<file path="src/rtl/core/brms_pkg.sv">
// Package for the block RMS meter: sizing constants, beat payload types and the
// controller-to-datapath command and status structs. No dependencies.
package brms_pkg;

    localparam int MAX_BLOCK   = 4096;
    localparam int SAMPLE_BITS = 16;

    localparam int RMS_W   = 16;
    localparam int USED_W  = 13;

    localparam int SQ_W    = 2 * SAMPLE_BITS - 1;
    localparam int MEAN_W  = 2 * SAMPLE_BITS - 1;
    localparam int CNT_W   = $clog2(MAX_BLOCK + 1);
    localparam int SUM_W   = SQ_W + $clog2(MAX_BLOCK + 1);
    localparam int ROOT_W  = SAMPLE_BITS;
    localparam int RAD_W   = 2 * ROOT_W;
    localparam int STEP_W  = $clog2(SUM_W + ROOT_W + 1);

    typedef struct packed {
        logic signed [SAMPLE_BITS-1:0] sample;
        logic                          block_last;
    } in_beat_t;

    typedef struct packed {
        logic [RMS_W-1:0]  rms_level;
        logic [USED_W-1:0] samples_used;
        logic              overflowed;
    } out_beat_t;

    typedef struct packed {
        logic acc_en;
        logic div_start;
        logic div_step;
        logic sqrt_start;
        logic sqrt_step;
        logic out_load;
    } brms_cmd_t;

    typedef struct packed {
        logic out_busy;
    } brms_sts_t;

endpackage

</file>
<file path="src/rtl/core/brms_datapath.sv">
// Datapath of the block RMS meter: square and accumulate, restoring divider,
// digit-by-digit square root and the result register. Depends on brms_pkg.
module brms_datapath
    import brms_pkg::*;
(
    input  logic      aclk,
    input  logic      aresetn,
    input  brms_cmd_t cmd,
    output brms_sts_t sts,
    input  in_beat_t  s_data,
    output logic      m_valid,
    input  logic      m_ready,
    output out_beat_t m_data
);

    logic [SAMPLE_BITS-1:0] mag;
    logic                   keep;

    logic [SQ_W-1:0]   sq_reg;
    logic              sq_vld_reg;
    logic [SUM_W-1:0]  sum_reg, sum_next;
    logic [CNT_W-1:0]  tally_reg;
    logic              ovf_reg;

    logic [SUM_W-1:0]  quo_reg;
    logic [CNT_W-1:0]  rem_reg;
    logic [CNT_W-1:0]  divisor_reg;
    logic              ovf_hold_reg;
    logic [CNT_W:0]    dtrial;
    logic              dge;

    logic [MEAN_W-1:0] mean;
    logic [RAD_W-1:0]  rad_reg;
    logic [ROOT_W+1:0] srem_reg;
    logic [ROOT_W-1:0] root_reg;
    logic [ROOT_W+1:0] sshift;
    logic [ROOT_W+1:0] strial;
    logic              sge;

    logic              m_valid_reg;
    out_beat_t         m_data_reg;

    assign mag  = s_data.sample[SAMPLE_BITS-1] ? (~s_data.sample + 1'b1) : s_data.sample;
    assign keep = (tally_reg < CNT_W'(MAX_BLOCK));
    assign sum_next = sum_reg + (sq_vld_reg ? SUM_W'(sq_reg) : '0);

    always_ff @(posedge aclk) begin
        sq_reg <= SQ_W'(mag) * SQ_W'(mag);
        if (!aresetn) begin
            sq_vld_reg <= 1'b0;
            sum_reg    <= '0;
            tally_reg  <= '0;
            ovf_reg    <= 1'b0;
        end else begin
            sq_vld_reg <= cmd.acc_en && keep;
            if (cmd.div_start) begin
                sum_reg   <= '0;
                tally_reg <= '0;
                ovf_reg   <= 1'b0;
            end else begin
                sum_reg <= sum_next;
                if (cmd.acc_en) begin
                    if (keep) begin
                        tally_reg <= tally_reg + 1'b1;
                    end else begin
                        ovf_reg <= 1'b1;
                    end
                end
            end
        end
    end

    assign dtrial = {rem_reg, quo_reg[SUM_W-1]};
    assign dge    = (dtrial >= {1'b0, divisor_reg});

    always_ff @(posedge aclk) begin
        if (cmd.div_start) begin
            quo_reg      <= sum_next;
            rem_reg      <= '0;
            divisor_reg  <= tally_reg;
            ovf_hold_reg <= ovf_reg;
        end else if (cmd.div_step) begin
            quo_reg <= {quo_reg[SUM_W-2:0], dge};
            rem_reg <= dge ? CNT_W'(dtrial - {1'b0, divisor_reg}) : CNT_W'(dtrial);
        end
    end

    assign mean   = (divisor_reg != '0) ? quo_reg[MEAN_W-1:0] : '0;
    assign sshift = {srem_reg[ROOT_W-1:0], rad_reg[RAD_W-1:RAD_W-2]};
    assign strial = {root_reg, 2'b01};
    assign sge    = (sshift >= strial);

    always_ff @(posedge aclk) begin
        if (cmd.sqrt_start) begin
            rad_reg  <= RAD_W'(mean);
            srem_reg <= '0;
            root_reg <= '0;
        end else if (cmd.sqrt_step) begin
            rad_reg  <= {rad_reg[RAD_W-3:0], 2'b00};
            srem_reg <= sge ? (sshift - strial) : sshift;
            root_reg <= {root_reg[ROOT_W-2:0], sge};
        end
    end

    always_ff @(posedge aclk) begin
        if (cmd.out_load) begin
            m_data_reg.rms_level    <= RMS_W'(root_reg);
            m_data_reg.samples_used <= USED_W'(divisor_reg);
            m_data_reg.overflowed   <= ovf_hold_reg;
        end
        if (!aresetn) begin
            m_valid_reg <= 1'b0;
        end else if (cmd.out_load) begin
            m_valid_reg <= 1'b1;
        end else if (m_ready) begin
            m_valid_reg <= 1'b0;
        end
    end

    assign sts.out_busy = m_valid_reg && !m_ready;
    assign m_valid      = m_valid_reg;
    assign m_data       = m_data_reg;

endmodule

</file>
<file path="src/rtl/core/brms_ctrl.sv">
// Controller of the block RMS meter: sequences accumulate, divide, root and
// result hand-off, and counts the iterations. Depends on brms_pkg.
module brms_ctrl
    import brms_pkg::*;
(
    input  logic      aclk,
    input  logic      aresetn,
    input  logic      s_valid,
    input  logic      s_last,
    output logic      s_ready,
    input  brms_sts_t sts,
    output brms_cmd_t cmd
);

    typedef enum logic [4:0] {
        ST_ACC  = 5'b00001,
        ST_ADD  = 5'b00010,
        ST_DIV  = 5'b00100,
        ST_SQRT = 5'b01000,
        ST_OUT  = 5'b10000
    } state_t;

    state_t            state_reg, state_next;
    logic [STEP_W-1:0] step_reg, step_next;

    always_comb begin
        state_next = state_reg;
        step_next  = step_reg;
        cmd        = '0;
        s_ready    = 1'b0;
        case (state_reg)
            ST_ACC: begin
                s_ready    = 1'b1;
                cmd.acc_en = s_valid;
                if (s_valid && s_last) begin
                    state_next = ST_ADD;
                end
            end
            ST_ADD: begin
                cmd.div_start = 1'b1;
                step_next     = '0;
                state_next    = ST_DIV;
            end
            ST_DIV: begin
                cmd.div_step = 1'b1;
                if (step_reg == STEP_W'(SUM_W - 1)) begin
                    step_next  = '0;
                    state_next = ST_SQRT;
                end else begin
                    step_next = step_reg + 1'b1;
                end
            end
            ST_SQRT: begin
                if (step_reg == '0) begin
                    cmd.sqrt_start = 1'b1;
                end else begin
                    cmd.sqrt_step = 1'b1;
                end
                if (step_reg == STEP_W'(ROOT_W)) begin
                    step_next  = '0;
                    state_next = ST_OUT;
                end else begin
                    step_next = step_reg + 1'b1;
                end
            end
            ST_OUT: begin
                if (!sts.out_busy) begin
                    cmd.out_load = 1'b1;
                    state_next   = ST_ACC;
                end
            end
            default: begin
                state_next = ST_ACC;
                step_next  = '0;
            end
        endcase
    end

    always_ff @(posedge aclk) begin
        if (!aresetn) begin
            state_reg <= ST_ACC;
            step_reg  <= '0;
        end else begin
            state_reg <= state_next;
            step_reg  <= step_next;
        end
    end

endmodule

</file>
<file path="src/rtl/core/block_rms_meter.sv">
// Top level of the block RMS meter: joins the controller and the datapath.
// Depends on brms_pkg, brms_ctrl and brms_datapath.
//
//   Channel  Direction  Handshake          Beat payload
//   s_       in         s_valid/s_ready    in_beat_t  (sample, block_last)
//   m_       out        m_valid/m_ready    out_beat_t (rms_level, samples_used, overflowed)
//
// Samples are taken one per cycle while a block is accumulating.
// After the last beat of a block the input is held off while the sum is finished,
// the bit-serial divider and the digit-by-digit square root run, and the result
// register is loaded; the load waits while that register is still full.
// Reset clears the sum, the count, the overflow flag and the result valid.
module block_rms_meter
    import brms_pkg::*;
(
    input  logic      aclk,
    input  logic      aresetn,
    input  logic      s_valid,
    output logic      s_ready,
    input  in_beat_t  s_data,
    output logic      m_valid,
    input  logic      m_ready,
    output out_beat_t m_data
);

    brms_cmd_t cmd;
    brms_sts_t sts;

    brms_ctrl u_ctrl (
        .aclk    (aclk),
        .aresetn (aresetn),
        .s_valid (s_valid),
        .s_last  (s_data.block_last),
        .s_ready (s_ready),
        .sts     (sts),
        .cmd     (cmd)
    );

    brms_datapath u_datapath (
        .aclk    (aclk),
        .aresetn (aresetn),
        .cmd     (cmd),
        .sts     (sts),
        .s_data  (s_data),
        .m_valid (m_valid),
        .m_ready (m_ready),
        .m_data  (m_data)
    );

endmodule

</file>
<file path="config.mk">
export PLATFORM = sky130hd
export DESIGN_NAME = block_rms_meter
export DESIGN_NICKNAME = d
export VERILOG_FILES = /design/src/rtl/core/brms_pkg.sv /design/src/rtl/core/brms_datapath.sv /design/src/rtl/core/brms_ctrl.sv /design/src/rtl/core/block_rms_meter.sv
export SDC_FILE = /design/constraint.sdc
export NUM_CORES = 1
export LEC_CHECK = 0
export BUFFER_PORTS_ARGS = -buffer_cell sky130_fd_sc_hd__buf_2
export CAP_MARGIN = 25
export CELL_PAD_IN_SITES_DETAIL_PLACEMENT = 1
export CELL_PAD_IN_SITES_GLOBAL_PLACEMENT = 2
export CORE_ASPECT_RATIO = 1.1
export CORE_MARGIN = 5
export CORE_UTILIZATION = 38
export DETAILED_ROUTE_END_ITERATION = 8
export PLACE_DENSITY = 0.75
export RECOVER_POWER = 25
export SYNTH_ARGS = -nofsm -noshare
export SYNTH_HDL_FRONTEND = slang
export SYNTH_SLANG_ARGS = --single-unit
</file>
<file path="constraint.sdc">
create_clock -name aclk -period 8.6 [get_ports aclk]
set_input_delay 0.86 -clock aclk [delete_from_list [all_inputs] [get_ports aclk]]
set_output_delay 0.86 -clock aclk [all_outputs]
set_load 0.02 [all_outputs]
</file>
==> out/metrics.cfg <==
[outcome]
status = finished, violations left
violations = capacitance limit, slew limit

[place]
port_buffers = 52
gp_congestion = 0.838
dpl.hpwl_mm = 36.5

[timing]
rsz0062_at_grt = no
hold_violations = 0
slew_violations = 119
worstMarginPinSlew_ns = 3.34
setup_viol = 0
worst_slew_margin_rel = -1.23
fin_tns_setup_ns = 0
period_share = 0.919
fin_crit_ns = 7.90
finClkSkew_ns = 0.0128
fmax_ghz = 0.127

[detailed_routing]
ant_nets = 0
wl_per_cell_um = 16.3
route.detailed.drc = 0
first_iter_violations = 365
vias = 13800
wirelength_mm = 44.8
detail_route.vias_per_cell = 5.02
drt_pass1_iterations = 5

[floorplan]
die_area_mm2 = 0.0557
die_h_um = 247
dieWidth_um = 225
floorplan.core_area_mm2 = 0.0504
floorplan.rows = 86
io-pin-count = 53
initial_core_util = 0.385

[worst_setup_path]
criticalPathCategory = primary input to register
reg2reg_depth = 10
crit_fanout = 7
crit_top_cell = fa_1
crit_start = s_data[2]
cp-start-kind = primary input
slowest_delay_ns = 0.55
rr_startpoint = u_ctrl.state_reg[2]$_SDFFE_PN0P_
reg2reg_slack_ns = 1.62
cp_data_required_time_ns = 9.07
cp-end-kind = register
crit_end = u_datapath.sq_reg[30]$_DFF_P_
crit_path_top_delay_cell = fa_1
worstPathArrival_ns = 8.37
worstReg2RegEnd = u_ctrl.state_reg[0]$_SDFFE_PN1P_

[grt]
overflow = 0
grt_max_degree = 88
grt_pass1_wl_mm = 76.6
antenna_found_initial = 0
grtUsageTotal = 0.164
first_global_vias = 15200

[logic_synthesis]
synth_top_area_frac = 0.184
synth.area.top_cells = edfxtp_1 (18%), fa_1 (17%), dfxtp_1 (15%), ha_1 (10%), inv_1 (5.4%)
synthCells = 1997
async_flop_share = 0
yosys_warnings = 0
syn-cell-area_mm2 = 0.0194
synth-seq-area-share = 0.336
synth.distinct_cells = 76
synth_flop_cell = dfxtp_1
syn_avg_cell_area_um2 = 9.71
synth_edf_count = 119
synth_seq_cells = 266
synth_top_cell_by_area = edfxtp_1

[clocking]
clkTransAtPathRegs_ns = 0.06
ctsHtreeMaxLevel = 1
cts_setup_buffers = 0
cts-root-buf = clkbuf_16
clock_path_buffers = 3
cts_tree = built
cts_hold_buf = 0
cts_resized = 0
cts_made_buffers = 27
clk_latency_ns = 0.54
clock_sinks = 266

[finish]
drive_gt1_frac = 0.0583
final_nets = 2422
antenna_cells = 0
final_cell_mix = inv_1 (279), nand2_1 (205), fa_1 (168), ha_1 (159), nor2_1 (152)
area_growth_pct = 10.3
layout_commonest_cell = inv_1

[run]
maxCapViolCount = 2

[min_path]
hold_path.class = register to register

worst min path at each step:
stage	depth (start not counted)	from	end
final	0	u_datapath.root_reg[10]$_SDFFE_PP0P_	u_datapath.m_data[24]$_DFFE_PP_
after global routing	0	u_datapath.ovf_reg$_SDFFE_PP0P_	u_datapath.ovf_hold_reg$_DFFE_PP_
after CTS	0	u_datapath.root_reg[10]$_SDFFE_PP0P_	u_datapath.m_data[24]$_DFFE_PP_
after detailed placement	0	u_datapath.root_reg[3]$_SDFFE_PP0P_	u_datapath.m_data[17]$_DFFE_PP_
after global placement	0	u_datapath.root_reg[3]$_SDFFE_PP0P_	u_datapath.m_data[17]$_DFFE_PP_
after floorplan	0	u_datapath.ovf_hold_reg$_DFFE_PP_	u_datapath.m_data[0]$_DFFE_PP_
critical path, delay by kind of cell:
| kind | cells | cell delay [ns] |
|---|---|---|
| XOR/XNOR | 2 | 0.26 |
| adder cells (fa/ha/maj) | 7 | 3.46 |
| AO/OA/AOI/OAI | 9 | 1.90 |
| AND/OR/NAND/NOR | 4 | 1.19 |
| buffers and inverters | 7 | 0.71 |
layout make-up:
class	instances	area, µm²
Timing Repair Buffer	96	564
Fill cell	5778	29000
Sequential cell	266	6520
Multi-Input combinational cell	1394	11600
Tap cell	660	826
Clock inverter	13	63.8
Inverter	289	1080
Clock buffer	35	716
layer usage:
| metal | routed length (µm) | global-route usage | vias to the layer above |
|---|---|---|---|
| met5 | 0 | 0 | - |
| met4 | 1090 | 0.0427 | 0 |
| met3 | 983 | 0.0132 | 59 |
| met2 | 23200 | 0.305 | 126 |
| met1 | 19600 | 0.205 | 6810 |
| li1 | - | - | 6812 |
cells in the mapped netlist (all sizes together), types with 14 or more instances:
| cell type | number |
|---|---|
| inv | 284 |
| nand2 | 206 |
| fa | 168 |
| ha | 159 |
| nor2 | 153 |
| dfxtp | 147 |
| edfxtp | 119 |
| o21ai | 119 |
| a21oi | 84 |
| xnor2 | 63 |
| xor2 | 55 |
| clkbuf | 52 |
| and2 | 37 |
| a21o | 34 |
| a22o | 33 |
| mux2i | 28 |
| nand3 | 22 |
| o22ai | 16 |
| nand2b | 15 |
| nand4 | 15 |
| nor2b | 15 |
| and3 | 14 |
through the flow:
step	utilization	area, µm²	std cells	worst slack [ns]	hold slack (ns)
2_1_floorplan	-	19400	2007	0.0480	0.400
3_3_place_gp	0.410	20600	2702	0.207	0.413
3_5_place_dp	0.410	20700	2705	0.0671	0.417
4_1_cts	0.426	21400	2753	0.644	0.432
5_1_grt	0.425	21400	2753	0.214	0.439
6_report	0.425	21400	2753	0.699	0.429
cells by family (layout without fill, tap and decap cells):
family,Yosys count,count (layout),share of synthesized area
simple gates,524,524,0.123
compound gates,385,385,0.129
buf+inv,347,433,0.0680
fa+ha+maj,327,327,0.276
flops,266,266,0.336
xor+xnor,118,118,0.0537
mux,28,28,0.0144
other cells,2,12,0.000387
Power is left out: the tool's default activity adds up to more than one toggle a clock period on the data nets, which glitch-free logic cannot reach.
